$ cat config.mk
export PLATFORM = sky130hd
export DESIGN_NAME = incremental_rotation_accumulator_top
export DESIGN_NICKNAME = d
export VERILOG_FILES = /design/src/ira_pkg.sv /design/src/ira_ctrl.sv /design/src/ira_datapath.sv /design/src/incremental_rotation_accumulator_top.sv
export SDC_FILE = /design/constraint.sdc
export NUM_CORES = 2
export LEC_CHECK = 0
export ABC_AREA = 1
export BUFFER_PORTS_ARGS = -buffer_cell sky130_fd_sc_hd__buf_2
export CORE_ASPECT_RATIO = 1.2
export CORE_MARGIN = 5
export CORE_UTILIZATION = 65
export DETAILED_ROUTE_END_ITERATION = 7
export MAX_ROUTING_LAYER = met4
export PLACE_DENSITY = 0.82
export SLEW_MARGIN = 40
export SYNTH_ARGS = -nofsm -noshare
export SYNTH_HDL_FRONTEND = slang
export SYNTH_HIERARCHICAL = 1
export SYNTH_SLANG_ARGS = --single-unit
$ cat constraint.sdc
create_clock -name clk -period 12.9 [get_ports clk]
set_input_delay 0.645 -clock clk [delete_from_list [all_inputs] [get_ports clk]]
set_output_delay 0.645 -clock clk [all_outputs]
set_load 0.01 [all_outputs]
$ cat src/ira_pkg.sv
`default_nettype none

package ira_pkg;

    localparam int FRAC_BITS_DEF = 16;
    localparam int ELEM_W        = 18;
    localparam int ANGLE_W       = 10;
    localparam int DEG_W         = 9;

    localparam logic OP_ROTATE = 1'b0;
    localparam logic OP_RESET  = 1'b1;

    localparam logic [1:0] AXIS_X     = 2'd0;
    localparam logic [1:0] AXIS_Y     = 2'd1;
    localparam logic [1:0] AXIS_Z     = 2'd2;
    localparam logic [1:0] AXIS_FINAL = 2'd3;

    localparam logic [63:0] Q30_ONE         = 64'd1 << 30;
    localparam logic [63:0] PI_Q30          = 64'd3373259426;
    localparam logic [63:0] DEG_HALF_TURN   = 64'd180;
    localparam logic [63:0] SERIES_DEN [1:8] =
        '{64'd6, 64'd20, 64'd42, 64'd72, 64'd110, 64'd156, 64'd210, 64'd272};

    typedef logic [31:0] sin_tab_t [0:90];

    typedef struct packed {
        logic       reset_state;
        logic       capture;
        logic       init_t;
        logic       load_g;
        logic [1:0] axis;
        logic       mac_issue;
        logic       mac_first;
        logic       mac_last;
        logic       mac_final;
        logic [1:0] row;
        logic [1:0] col;
        logic [1:0] k;
        logic       commit_t;
        logic       commit_m;
        logic       out_load;
        logic [1:0] out_row;
    } cmd_t;

    typedef struct packed {
        logic [2:0] nonzero;
        logic       out_free;
    } stat_t;

    function automatic logic [63:0] mul_q30(input logic [63:0] a, input logic [63:0] b);
        return (a * b + (64'd1 << 29)) >> 30;
    endfunction

    // Sine of 0..90 degrees, evaluated at elaboration with a Horner series in Q30.
    function automatic sin_tab_t build_sin_tab(input int fb);
        sin_tab_t    tab;
        logic [63:0] x;
        logic [63:0] x2;
        logic [63:0] t;
        int          sh;
        sh = 30 - fb;
        for (int k = 0; k <= 90; k++)
        begin
            if (k == 90)
            begin
                t = Q30_ONE;
            end
            else
            begin
                x  = (64'(k) * PI_Q30 + 64'd90) / DEG_HALF_TURN;
                x2 = mul_q30(x, x);
                t  = Q30_ONE;
                for (int m = 8; m >= 1; m--)
                begin
                    t = Q30_ONE - mul_q30(x2, t) / SERIES_DEN[m];
                end
                t = mul_q30(x, t);
            end
            if (sh > 0)
            begin
                t = (t + (64'd1 << (sh - 1))) >> sh;
            end
            tab[k] = t[31:0];
        end
        return tab;
    endfunction

endpackage

`default_nettype wire

$ cat src/ira_ctrl.sv
`default_nettype none

module ira_ctrl
    import ira_pkg::*;
(
    input  wire logic  clk,
    input  wire logic  rst_n,
    input  wire logic  in_valid,
    input  wire logic  in_op,
    output logic       in_ready,
    input  wire stat_t stat,
    output cmd_t       cmd
);

    localparam logic [2:0] S_IDLE   = 3'd0;
    localparam logic [2:0] S_NEXT   = 3'd1;
    localparam logic [2:0] S_LOADG  = 3'd2;
    localparam logic [2:0] S_MAC    = 3'd3;
    localparam logic [2:0] S_DRAIN  = 3'd4;
    localparam logic [2:0] S_COMMIT = 3'd5;
    localparam logic [2:0] S_EMIT   = 3'd6;

    logic [2:0] state_reg, state_next;
    logic [1:0] axis_reg, axis_next;
    logic [1:0] i_reg, i_next;
    logic [1:0] j_reg, j_next;
    logic [1:0] k_reg, k_next;
    logic       skip_reg, skip_next;

    assign in_ready = (state_reg == S_IDLE);

    always_ff @(posedge clk or negedge rst_n)
    begin
        if (!rst_n)
        begin
            state_reg <= S_IDLE;
            axis_reg  <= AXIS_X;
            i_reg     <= 2'd0;
            j_reg     <= 2'd0;
            k_reg     <= 2'd0;
            skip_reg  <= 1'b0;
        end
        else
        begin
            state_reg <= state_next;
            axis_reg  <= axis_next;
            i_reg     <= i_next;
            j_reg     <= j_next;
            k_reg     <= k_next;
            skip_reg  <= skip_next;
        end
    end

    always_comb
    begin
        state_next = state_reg;
        axis_next  = axis_reg;
        i_next     = i_reg;
        j_next     = j_reg;
        k_next     = k_reg;
        skip_next  = skip_reg;
        cmd        = '0;
        cmd.axis      = axis_reg;
        cmd.row       = i_reg;
        cmd.col       = j_reg;
        cmd.k         = k_reg;
        cmd.mac_final = (axis_reg == AXIS_FINAL);
        cmd.out_row   = i_reg;
        case (state_reg)
            S_IDLE:
            begin
                if (in_valid)
                begin
                    if (in_op == OP_RESET)
                    begin
                        cmd.reset_state = 1'b1;
                        skip_next       = 1'b1;
                    end
                    else if (skip_reg)
                    begin
                        skip_next  = 1'b0;
                        i_next     = 2'd0;
                        state_next = S_EMIT;
                    end
                    else
                    begin
                        cmd.capture = 1'b1;
                        cmd.init_t  = 1'b1;
                        axis_next   = AXIS_X;
                        state_next  = S_NEXT;
                    end
                end
            end
            S_NEXT:
            begin
                i_next = 2'd0;
                j_next = 2'd0;
                k_next = 2'd0;
                if (axis_reg == AXIS_FINAL)
                begin
                    state_next = S_MAC;
                end
                else if (stat.nonzero[axis_reg])
                begin
                    state_next = S_LOADG;
                end
                else
                begin
                    axis_next = axis_reg + 2'd1;
                end
            end
            S_LOADG:
            begin
                cmd.load_g = 1'b1;
                state_next = S_MAC;
            end
            S_MAC:
            begin
                cmd.mac_issue = 1'b1;
                cmd.mac_first = (k_reg == 2'd0);
                cmd.mac_last  = (k_reg == 2'd2);
                if (k_reg != 2'd2)
                begin
                    k_next = k_reg + 2'd1;
                end
                else
                begin
                    k_next = 2'd0;
                    if (j_reg != 2'd2)
                    begin
                        j_next = j_reg + 2'd1;
                    end
                    else
                    begin
                        j_next = 2'd0;
                        if (i_reg != 2'd2)
                        begin
                            i_next = i_reg + 2'd1;
                        end
                        else
                        begin
                            state_next = S_DRAIN;
                        end
                    end
                end
            end
            S_DRAIN:
            begin
                state_next = S_COMMIT;
            end
            S_COMMIT:
            begin
                if (axis_reg == AXIS_FINAL)
                begin
                    cmd.commit_m = 1'b1;
                    i_next       = 2'd0;
                    state_next   = S_EMIT;
                end
                else
                begin
                    cmd.commit_t = 1'b1;
                    axis_next    = axis_reg + 2'd1;
                    state_next   = S_NEXT;
                end
            end
            S_EMIT:
            begin
                if (stat.out_free)
                begin
                    cmd.out_load = 1'b1;
                    i_next       = i_reg + 2'd1;
                    if (i_reg == 2'd3)
                    begin
                        state_next = S_IDLE;
                    end
                end
            end
            default:
            begin
                state_next = S_IDLE;
            end
        endcase
    end

endmodule

`default_nettype wire

$ cat src/ira_datapath.sv
`default_nettype none

module ira_datapath
    import ira_pkg::*;
#(
    parameter int FRAC_BITS = FRAC_BITS_DEF
)
(
    input  wire logic                       clk,
    input  wire logic                       rst_n,
    input  wire cmd_t                       cmd,
    output stat_t                           stat,
    input  wire logic signed [ANGLE_W-1:0]  angle_x,
    input  wire logic signed [ANGLE_W-1:0]  angle_y,
    input  wire logic signed [ANGLE_W-1:0]  angle_z,
    output logic                            out_valid,
    input  wire logic                       out_ready,
    output logic [1:0]                      out_row,
    output logic signed [ELEM_W-1:0]        out_e0,
    output logic signed [ELEM_W-1:0]        out_e1,
    output logic signed [ELEM_W-1:0]        out_e2,
    output logic signed [ELEM_W-1:0]        out_e3,
    output logic                            out_last
);

    localparam int SW  = FRAC_BITS + 2;
    localparam int AW  = (SW > ELEM_W) ? SW : ELEM_W;
    localparam int PW  = AW + SW;
    localparam int ACW = PW + 2;
    localparam sin_tab_t SIN_TAB = build_sin_tab(FRAC_BITS);

    localparam logic signed [SW-1:0] ONE_T = SW'(1) <<< FRAC_BITS;
    localparam logic signed [ELEM_W-1:0] ONE_M =
        (FRAC_BITS >= ELEM_W - 1) ? ELEM_W'(131071) : ELEM_W'(1) <<< FRAC_BITS;
    localparam logic signed [ACW-1:0] EMAX = ACW'(131071);
    localparam logic signed [ACW-1:0] EMIN = -ACW'(131072);
    localparam logic signed [ACW-1:0] HALF = ACW'(1) <<< (FRAC_BITS - 1);

    logic signed [ELEM_W-1:0]  m_reg [0:8];
    logic signed [SW-1:0]      t_reg [0:8];
    logic signed [SW-1:0]      g_reg [0:8];
    logic signed [AW-1:0]      n_reg [0:8];
    logic signed [ANGLE_W-1:0] px_reg, py_reg, pz_reg;
    logic signed [ANGLE_W-1:0] ax_reg, ay_reg, az_reg;
    logic [DEG_W-1:0]          dx_reg, dy_reg, dz_reg;

    logic signed [PW-1:0]  prod_reg;
    logic                  pv_reg, pfirst_reg, plast_reg, pfinal_reg;
    logic [3:0]            pidx_reg;
    logic signed [ACW-1:0] acc_reg;

    logic                  out_valid_reg;
    logic [1:0]            out_row_reg;
    logic signed [ELEM_W-1:0] oe0_reg, oe1_reg, oe2_reg;

    // Difference of two angles reduced into 0..359.
    function automatic logic [DEG_W-1:0] reduce360(input logic signed [ANGLE_W-1:0] a,
                                                   input logic signed [ANGLE_W-1:0] p);
        logic [11:0] r;
        r = 12'(12'(signed'(a)) - 12'(signed'(p)) + 12'd1080);
        for (int s = 0; s < 5; s++)
        begin
            if (r >= 12'd360)
            begin
                r = r - 12'd360;
            end
        end
        return r[DEG_W-1:0];
    endfunction

    function automatic logic signed [SW-1:0] sin_deg(input logic [DEG_W-1:0] d);
        logic [DEG_W-1:0]     idx;
        logic                 neg;
        logic signed [SW-1:0] v;
        neg = 1'b0;
        if (d <= DEG_W'(90))
        begin
            idx = d;
        end
        else if (d <= DEG_W'(180))
        begin
            idx = DEG_W'(180) - d;
        end
        else if (d <= DEG_W'(270))
        begin
            idx = d - DEG_W'(180);
            neg = 1'b1;
        end
        else
        begin
            idx = DEG_W'(360) - d;
            neg = 1'b1;
        end
        v = SIN_TAB[idx[6:0]][SW-1:0];
        return neg ? -v : v;
    endfunction

    function automatic logic [DEG_W-1:0] quarter_on(input logic [DEG_W-1:0] d);
        logic [DEG_W-1:0] e;
        e = d + DEG_W'(90);
        return (e >= DEG_W'(360)) ? e - DEG_W'(360) : e;
    endfunction

    logic [DEG_W-1:0]     d_sel;
    logic signed [SW-1:0] s_val, c_val;

    always_comb
    begin
        case (cmd.axis)
            AXIS_X:  d_sel = dx_reg;
            AXIS_Y:  d_sel = dy_reg;
            default: d_sel = dz_reg;
        endcase
        s_val = sin_deg(d_sel);
        c_val = sin_deg(quarter_on(d_sel));
    end

    logic [3:0]            a_idx, b_idx, e_idx;
    logic signed [AW-1:0]  a_op;
    logic signed [SW-1:0]  b_op;
    logic signed [ACW-1:0] sum, rnd;
    logic signed [AW-1:0]  res;

    always_comb
    begin
        a_idx = 4'({cmd.row, 1'b0}) + 4'(cmd.row) + 4'(cmd.k);
        b_idx = 4'({cmd.k, 1'b0}) + 4'(cmd.k) + 4'(cmd.col);
        e_idx = 4'({cmd.row, 1'b0}) + 4'(cmd.row) + 4'(cmd.col);
        a_op  = cmd.mac_final ? AW'(m_reg[a_idx]) : AW'(g_reg[a_idx]);
        b_op  = t_reg[b_idx];
        sum   = (pfirst_reg ? '0 : acc_reg) + ACW'(prod_reg);
        rnd   = (sum + HALF) >>> FRAC_BITS;
        if (!pfinal_reg)
        begin
            res = AW'(rnd[SW-1:0]);
        end
        else if (rnd > EMAX)
        begin
            res = AW'(EMAX[ELEM_W-1:0]);
        end
        else if (rnd < EMIN)
        begin
            res = AW'(EMIN[ELEM_W-1:0]);
        end
        else
        begin
            res = AW'(rnd[ELEM_W-1:0]);
        end
    end

    always_ff @(posedge clk or negedge rst_n)
    begin
        if (!rst_n)
        begin
            for (int e = 0; e < 9; e++)
            begin
                m_reg[e] <= (e % 4 == 0) ? ONE_M : '0;
            end
            px_reg        <= '0;
            py_reg        <= '0;
            pz_reg        <= '0;
            pv_reg        <= 1'b0;
            out_valid_reg <= 1'b0;
        end
        else
        begin
            pv_reg <= cmd.mac_issue;
            if (cmd.reset_state)
            begin
                for (int e = 0; e < 9; e++)
                begin
                    m_reg[e] <= (e % 4 == 0) ? ONE_M : '0;
                end
                px_reg <= '0;
                py_reg <= '0;
                pz_reg <= '0;
            end
            else if (cmd.commit_m)
            begin
                for (int e = 0; e < 9; e++)
                begin
                    m_reg[e] <= n_reg[e][ELEM_W-1:0];
                end
                px_reg <= ax_reg;
                py_reg <= ay_reg;
                pz_reg <= az_reg;
            end
            if (cmd.out_load)
            begin
                out_valid_reg <= 1'b1;
            end
            else if (out_ready)
            begin
                out_valid_reg <= 1'b0;
            end
        end
    end

    always_ff @(posedge clk)
    begin
        if (cmd.capture)
        begin
            ax_reg <= angle_x;
            ay_reg <= angle_y;
            az_reg <= angle_z;
            dx_reg <= reduce360(angle_x, px_reg);
            dy_reg <= reduce360(angle_y, py_reg);
            dz_reg <= reduce360(angle_z, pz_reg);
        end
        if (cmd.init_t)
        begin
            for (int e = 0; e < 9; e++)
            begin
                t_reg[e] <= (e % 4 == 0) ? ONE_T : '0;
            end
        end
        else if (cmd.commit_t)
        begin
            for (int e = 0; e < 9; e++)
            begin
                t_reg[e] <= n_reg[e][SW-1:0];
            end
        end
        if (cmd.load_g)
        begin
            case (cmd.axis)
                AXIS_X:
                begin
                    g_reg <= '{ONE_T, '0, '0, '0, c_val, -s_val, '0, s_val, c_val};
                end
                AXIS_Y:
                begin
                    g_reg <= '{c_val, '0, s_val, '0, ONE_T, '0, -s_val, '0, c_val};
                end
                default:
                begin
                    g_reg <= '{c_val, -s_val, '0, s_val, c_val, '0, '0, '0, ONE_T};
                end
            endcase
        end
        prod_reg   <= a_op * b_op;
        pfirst_reg <= cmd.mac_first;
        plast_reg  <= cmd.mac_last;
        pfinal_reg <= cmd.mac_final;
        pidx_reg   <= e_idx;
        if (pv_reg)
        begin
            acc_reg <= sum;
            if (plast_reg)
            begin
                n_reg[pidx_reg] <= res;
            end
        end
        if (cmd.out_load)
        begin
            out_row_reg <= cmd.out_row;
            case (cmd.out_row)
                2'd0:
                begin
                    oe0_reg <= m_reg[0];
                    oe1_reg <= m_reg[3];
                    oe2_reg <= m_reg[6];
                end
                2'd1:
                begin
                    oe0_reg <= m_reg[1];
                    oe1_reg <= m_reg[4];
                    oe2_reg <= m_reg[7];
                end
                2'd2:
                begin
                    oe0_reg <= m_reg[2];
                    oe1_reg <= m_reg[5];
                    oe2_reg <= m_reg[8];
                end
                default:
                begin
                    oe0_reg <= '0;
                    oe1_reg <= '0;
                    oe2_reg <= '0;
                end
            endcase
        end
    end

    assign stat.nonzero  = {dz_reg != '0, dy_reg != '0, dx_reg != '0};
    assign stat.out_free = !out_valid_reg || out_ready;

    assign out_valid = out_valid_reg;
    assign out_row   = out_row_reg;
    assign out_e0    = oe0_reg;
    assign out_e1    = oe1_reg;
    assign out_e2    = oe2_reg;
    assign out_e3    = (out_row_reg == 2'd3) ? ONE_M : '0;
    assign out_last  = (out_row_reg == 2'd3);

endmodule

`default_nettype wire

$ cat src/incremental_rotation_accumulator_top.sv
`default_nettype none

// Incremental rotation accumulator. Each input transaction carries absolute X, Y and Z
// angles in whole degrees (s_tdata) and an operation bit (s_tuser[0]: 0 rotates, 1
// resets). A rotate transaction takes the difference to the previously stored angles,
// reduces it to 0..359, builds R = Rz*Ry*Rx from an elaborated sine table and replaces
// the stored 3x3 matrix M with M*R, clamping each element to signed Q(18-FRAC_BITS).FRAC_BITS in
// 18 bits. It then sends four output transactions, the rows of the transposed 4x4
// matrix, with tlast on the fourth. A reset transaction restores identity and zero
// angles and sends nothing; the rotate transaction that follows it sends the identity
// and changes nothing. All products go through one shared multiplier with a registered
// product, three products per matrix element and nine elements per matrix product, so the
// time a rotate transaction takes after it is accepted, before the first row is loaded
// into the output register, grows with the number of axes with a nonzero delta. A reset
// transaction leaves the block idle. Input is taken only while the block is idle; a
// finished row waits in the output register.

module incremental_rotation_accumulator_top
    import ira_pkg::*;
#(
    parameter int FRAC_BITS = FRAC_BITS_DEF
)
(
    input  wire logic        clk,
    input  wire logic        rst_n,
    input  wire logic        s_tvalid,
    output logic             s_tready,
    // s_tdata fields from bit 0: angle_x[9:0], angle_y[19:10], angle_z[29:20], zero pad.
    input  wire logic [31:0] s_tdata,
    // s_tuser fields from bit 0: operation.
    input  wire logic [0:0]  s_tuser,
    output logic             m_tvalid,
    input  wire logic        m_tready,
    // m_tdata fields from bit 0: row_index[1:0], elem_0[19:2], elem_1[37:20],
    // elem_2[55:38], elem_3[73:56], zero pad.
    output logic [79:0]      m_tdata,
    output logic             m_tlast
);

    cmd_t  cmd;
    stat_t stat;

    logic [1:0]               row;
    logic signed [ELEM_W-1:0] e0, e1, e2, e3;

    // The controller sequences every phase; the datapath holds all matrices and angles.
    ira_ctrl u_ctrl (
        .clk      (clk),
        .rst_n    (rst_n),
        .in_valid (s_tvalid),
        .in_op    (s_tuser[0]),
        .in_ready (s_tready),
        .stat     (stat),
        .cmd      (cmd)
    );

    ira_datapath #(
        .FRAC_BITS (FRAC_BITS)
    ) u_datapath (
        .clk       (clk),
        .rst_n     (rst_n),
        .cmd       (cmd),
        .stat      (stat),
        .angle_x   (s_tdata[9:0]),
        .angle_y   (s_tdata[19:10]),
        .angle_z   (s_tdata[29:20]),
        .out_valid (m_tvalid),
        .out_ready (m_tready),
        .out_row   (row),
        .out_e0    (e0),
        .out_e1    (e1),
        .out_e2    (e2),
        .out_e3    (e3),
        .out_last  (m_tlast)
    );

    assign m_tdata = {6'd0, e3, e2, e1, e0, row};

    // The block is ready again in the cycle after a reset transaction is accepted.
    assert property (@(posedge clk) disable iff (!rst_n)
        s_tvalid && s_tready && s_tuser[0] == OP_RESET |=> s_tready)
        else $error("block busy after reset transaction");

    // A rotate transaction always takes the block out of idle once it is accepted.
    assert property (@(posedge clk) disable iff (!rst_n)
        s_tvalid && s_tready && s_tuser[0] == OP_ROTATE |=> !s_tready)
        else $error("block idle right after rotate transaction");

    // Once the first row leaves, the remaining rows are still being handed out.
    assert property (@(posedge clk) disable iff (!rst_n)
        m_tvalid && m_tready && m_tdata[1:0] == 2'd0 |=> !s_tready)
        else $error("input accepted in the middle of a matrix");

    // tlast marks exactly the fourth row.
    assert property (@(posedge clk) disable iff (!rst_n)
        m_tvalid |-> (m_tlast == (m_tdata[1:0] == 2'd3)))
        else $error("tlast does not match row index");

endmodule

`default_nettype wire
# [Word-level counts from Yosys, hierarchy flattened]
# Memory sizes are Yosys's and may differ from the RTL's.
# Cells that the tools add are included.
# W data, S select, Z words.
[totals] in_bits=37 out_inout_bits=83 elab_cells=318 rom_bits=8192 ram_bits=324 regBits=562 mem_count=4
[op_classes] muxes=135 eq_ne=31 order_cmp=28 reduce_logical=19 add_sub_neg=43 multipliers=1 bitwise=12
[memory_table] name="(name not given)" words=128 word_bits=32 rd=1 rd_clocked_by_memory_dff=0 wr=0 line_no="ira_datapath.sv:94" source="v = SIN_TAB[idx[6:0]][SW-1:0];"
[memory_table] name="(name not given)" words=128 word_bits=32 rd=1 rd_clocked_by_memory_dff=0 wr=0 line_no="ira_datapath.sv:94"
[memory_table] name="u_datapath.n_reg" words=9 word_bits=18 rd=9 rd_clocked_by_memory_dff=0 wr=1 line_no="ira_datapath.sv:42" source="logic signed [AW-1:0] n_reg [0:8];"
[memory_table] name="u_datapath.t_reg" words=9 word_bits=18 rd=1 rd_clocked_by_memory_dff=0 wr=9 line_no="ira_datapath.sv:40" source="logic signed [SW-1:0] t_reg [0:8];"
[op_table] cell="$mux W18" count=23
[op_table] cell="$mux W162" count=2
[op_table] cell="$pmux W162 S2" count=1
[op_table] cell="$mux W12" count=24
[op_table] cell="$ge A12 B9 Y1 const B" count=15
[op_table] cell="$pmux W18 S3" count=3
[op_table] cell="$bmux W18 S4" count=2
[op_table] cell="$sub A12 B9 Y12 const B" count=12
[op_table] cell="$mux W10" count=6
[op_table] cell="$neg A18 Y18" count=3
[op_table] cell="$mux W3" count=14
[op_table] cell="$mux W7" count=6
[op_table] cell="$mux W2" count=20
[op_table] cell="$add A38 B17 Y38 const B" count=1
[op_table] cell="$add A38 B38 Y38" count=1
[op_table] cell="$mux W38" count=1
[op_table] cell="$add A12 B11 Y12 const B" count=3
[op_table] cell="$mul A18 B18 Y36" count=1
[op_table] cell="$mux W9" count=4
[op_table] cell="$sub A9 B9 Y9 const B" count=4
[op_table] cell="$sub A10 B10 Y11" count=3
[op_table] cell="$reduce_bool A9 Y1" count=3
[op_table] cell="$ne A2 B2 Y1 const B" count=13
[op_table] cell="$gt A22 B18 Y1 const B" count=1
[op_table] cell="other kinds (44)" count=103

# [Longest topological paths before layout]
[depth] ltp_word=16 ltp_mapped=56 ltp_nobuf=54

# [Hierarchy]
# The synthesis kept the hierarchy.
[modules_own_cells] mod="ira_datapath" n_inst=1 cells_per_inst=7230 area_each_um2=61511.5
[modules_own_cells] mod="ira_ctrl" n_inst=1 cells_per_inst=141 area_each_um2=960.9
[modules_own_cells] mod="incremental_rotation_accumulator_top" n_inst=1 cells_per_inst=7 area_each_um2=48.8

# [Worst setup path after synthesis]
# OpenSTA, ideal clock, no wires.
[synth_timing] path_kind="register -> register" from="reg u_ctrl.i_reg[0]" to="reg u_datapath.prod_reg[35]" setup_ns=0.125 period_less_slack_ns=9.169 n_path_buf=3 stages_incl_launch_ff=49 t_arrival_ns=9.044 required_ns=12.775 setup_slack_ns=3.731 cell_sequence="dfrtp_1 -> buf_4 -> inv_1 -> ha_1 -> fa_1 -> xor2_1 -> inv_1 -> nor2_1 -> inv_1 -> clkbuf_1 -> nor3_1 -> o21ai_0 -> nor2_1 -> clkbuf_1 -> nand2_1 -> fa_1 -> inv_1 -> fa_1 -> [13 not listed] -> nand3_1 -> nand2_1 -> a21o_1 -> a21oi_1 -> o21ai_0 -> nand3_1 -> nand2_1 -> nand3_1 -> nand2_1 -> nand3_1 -> nand2_1 -> a21o_1 -> a21oi_1 -> o21ai_0 -> nand3_1 -> nand2_1 -> a31oi_1 -> xor2_1"
[synth_via] elab_chain_len=8 elab_cells_between_ends=11 cone_classes="add/sub (2); mul (1); mux (7); bitwise (1)"
[synth_lines] item="start, declared" line_no="ira_ctrl.sv:25" source="logic [1:0] i_reg, i_next;"
[synth_lines] item="start signal, assigned" line_no="ira_ctrl.sv:47" source="i_reg <= i_next;"
[synth_lines] item="$add A3 B2 Y4 *" line_no="ira_datapath.sv:126" source="a_idx = 4'({cmd.row, 1'b0}) + 4'(cmd.row) + 4'(cmd.k);"
[synth_lines] item="$add A4 B2 Y4 *" line_no="ira_datapath.sv:126"
[synth_lines] item="$not A4 Y5 (implied by the code) *" line_no="ira_datapath.sv:129" source="a_op = cmd.mac_final ? AW'(m_reg[a_idx]) : AW'(g_reg[a_idx]);"
[synth_lines] item="$bmux W18 S4" line_no="ira_datapath.sv:129"
[synth_lines] item="$mux W18 (implied by the code) (2 in a row)" line_no="ira_datapath.sv:129"
[synth_lines] item="$mux W18 *" line_no="ira_datapath.sv:129"
[synth_lines] item="$mul A18 B18 Y36 *" line_no="ira_datapath.sv:241" source="prod_reg <= a_op * b_op;"
[synth_lines] item="end signal, assigned" line_no="ira_datapath.sv:241"
[synth_lines] item="end, declared" line_no="ira_datapath.sv:47" source="logic signed [PW-1:0] prod_reg;"
# Every way passes the cells marked *; elsewhere a longest branch is shown, timed or not. The select of a mux whose other input is x is not followed.
# A chain may end at the register's enable or synchronous reset.

# [Worst setup path after layout]
# Same ends and word-level chain as after synthesis.

==> flow_summary_export.csv <==
group,metric,value,unit
sta,tightest_slew,0.918,ns
sta,min_period,11.45,ns
critical_path,endpoint_kind,"flop",
yosys,ys_warn_count,6,
critical_path,cp-start-kind,"flop",
clock_network,cts_tree,"yes",
floorplan,die-area,103000,µm²
placement,port_buffers,94,
sta,fin_skew,0.0631,ns
layout,layout.nets,7992,
critical_path,crit_slowest_cell,"dfrtp_1",
critical_path,crit_start,"u_ctrl/i_reg[0]",
critical_path,cpMostUsedCell,"nand2_1",
yosys,syn_avg_cell_area,8.47,µm²
critical_path,path_buf_inv,7,
clock_network,cts_hold_buf,0,
global_routing,grt_usage,0.356,
placement,dp_hpwl,126000,µm
clock_network,htreeDepth,3,
clock_network,cts_resized,0,
clock_network,clock-sinks,883,
clock_network,clock_latency,0.69,ns
critical_path,path_max_fanout,19,
min_path,worstHoldPathType,"in2async",
critical_path,slowest_delay,0.68,ns
placement,pre_cts_ws,1.59,ns
routing,vias,52400,
yosys,synth-async-reset-ratio,0.233,
floorplan,io_pins,120,
yosys,yosys.area.top_type,"edfxtp_1",
floorplan,initial_utilization,0.655,
routing,drtIter0Drc,5346,
yosys,synth_area,62500,µm²
global_routing,grt_pass1_vias,52800,
layout,area_delta_synth_final,7.39,%
routing,wl_met2,87300,µm
sta,rsz0062_at_grt,"false",
critical_path,r2r_cells,46,
floorplan,die_y,350,µm
run_status,status,"finished, violations left",
routing,wl_met1,61900,µm
critical_path,cp.depth,46,
clock_network,postCtsSetupRepairBufs,0,
routing,wl,180000,µm
clock_network,clock-root-buffer,"clkbuf_16",
critical_path,worstPathArrival,12.00,ns
floorplan,die_x,293,µm
routing,dr_wl_met3,15400,µm
floorplan,num_rows,124,
job,maxCapViolCount,0,
yosys,synth.distinct_cells,77,
sta,setup_tns,0,ns
sta,fmax,87.4,MHz
sta,setup_viol,0,
sta,setup_ws,1.45,ns
routing,via_per_inst,6.02,
global_routing,grt_pass1_wl,281000,µm
routing,topRoutingLayerUsed,"met4",
clock_network,cts.clk_slew.worst_paths,0.06,ns
critical_path,timing.critical_path.required,13.45,ns
critical_path,crit_end,"u_datapath/prod_reg[35]",
clock_network,cts_buffers,89,
routing,detail-route-antenna-nets,0,
placement,gp_congestion,0.962,
yosys,synth_area_leaders,"edfxtp_1 (30%), fa_1 (11%), nand2_1 (9.4%)",
yosys,ys_seq_area_frac,0.401,
sta,whs,-0.00853,ns
routing,first_pass_iters,6,
yosys,netlist.area_leader.share,0.305,
critical_path,critPathKind,"reg2reg",
sta,slew_headroom,0.388,
critical_path,cp_top_family,"adder cells",
global_routing,antenna_found_initial,3,
yosys,synth_ff_type,"edfxtp_1",
routing,drc_errors,0,
run_status,failed_checks,"hold timing",
clock_network,cts_max_path_buffers,3,
yosys,synth_edf_count,634,
sta,fin_crit_sh,0.887,
yosys,syn_inst,7378,
yosys,synth-seq-cells,883,
yosys,yosysMostFrequentCell,"nand2_1",
global_routing,grt_max_degree,105,
layout,drive_above_1_share,0.0884,
critical_path,rr_endpoint,"u_datapath/prod_reg[35]",
critical_path,crit-reg2reg-launch,"u_ctrl/i_reg[0]",
floorplan,core_region_area,95400,µm²
sta,hold_viol_final,1,
sta,drv_slew,0,
critical_path,r2r_setup_slack,1.45,ns
yosys,synth_common_cells,"nand2_1 (1564), inv_1 (1187), nor2_1 (744)",
routing,wl_per_cell,20.7,µm
global_routing,overflow,0,
-- cells in the final DEF (no fill, tap or decap), types with 18 or more instances in the layout --
master / netlist / layout
ha_1: 250 / 246
inv_2: 58 / 59
buf_4: 41 / 73
xnor2_1: 39 / 39
o21ai_1: 39 / 45
nor2_4: 16 / 23
nand3b_1: 18 / 18
dfrtp_1: 203 / 202
clkbuf_16: 0 / 89
nor3_1: 30 / 30
a21oi_1: 322 / 322
nand3_1: 453 / 453
o211ai_1: 27 / 27
dfxtp_1: 43 / 43
fa_1: 337 / 336
nand2_4: 23 / 23
o221ai_1: 54 / 53
xor2_1: 117 / 114
clkbuf_1: 199 / 23
nand2_2: 96 / 98
nand2_1: 1564 / 1562
nor2_2: 28 / 35
nand4_1: 73 / 73
inv_1: 1187 / 1183
nor2_1: 744 / 730
o21ai_0: 311 / 302
edfxtp_1: 634 / 634
buf_2: 33 / 93
conb_1: 2 / 23
mux2i_1: 34 / 34
o22ai_1: 157 / 157
clkinv_2: 3 / 18
o311ai_0: 21 / 21
-- area by class of cell --
type	count	area [µm²]
multi-input cells	4955	31600
clock buffers	123	2460
inverters	1259	4760
repair buffers	180	1210
diodes	2	5.00
fillers	7126	28300
clock inverters	44	485
well taps	1260	1580
flip-flops and latches	883	25100
-- metrics by stage --
stage               hold WS (ns)  instance area, µm²  std cells  utilization
finish                  -0.00853               67100       8706        0.704
global route              0.0390               67100       8706        0.704
CTS                       0.0171               67100       8703        0.703
detailed placement         0.444               64100       8536        0.672
global placement           0.431               64100       8534        0.671
floorplan                  0.349               62600       7399            -
-- per-layer routing --
| metal | up-vias | GRT usage |
|---|---|---|
| met4 | 0 | 0.237 |
| met1 | 24900 | 0.405 |
| met5 | - | - |
| met2 | 2880 | 0.587 |
| met3 | 790 | 0.0545 |
| li1 | 23800 | - |
-- cells by family (layout without fill, tap and decap cells) --
kind of cell / count (synthesis) / in the layout / synth area share
other: 2 / 25 / 0.000120
DFF: 883 / 883 / 0.401
adders and majority gates: 587 / 587 / 0.158
buffers and inverters: 1561 / 1606 / 0.0981
xor gates and xnor gates: 164 / 164 / 0.0239
AOI/OAI and AO/OA: 1045 / 1045 / 0.0989
muxes: 37 / 37 / 0.00598
and+or+nand+nor: 3099 / 3099 / 0.214
-- worst min path at each step --
stage | endpoint | start | slack, ns
2_1_floorplan | u_ctrl/axis_reg[0] | rst_n | 0.35
3_3_place_gp | u_datapath/pz_reg[5] | u_datapath/az_reg[5] | 0.43
3_5_place_dp | u_datapath/px_reg[8] | u_datapath/ax_reg[8] | 0.44
4_1_cts | u_datapath/pz_reg[6] | rst_n | 0.02
5_1_grt | u_datapath/pz_reg[6] | rst_n | 0.04
6_report | u_datapath/pz_reg[6] | rst_n | -0.009
Power is left out: the tool's default activity adds up to more than one toggle a clock period on the data nets, which glitch-free logic cannot reach.
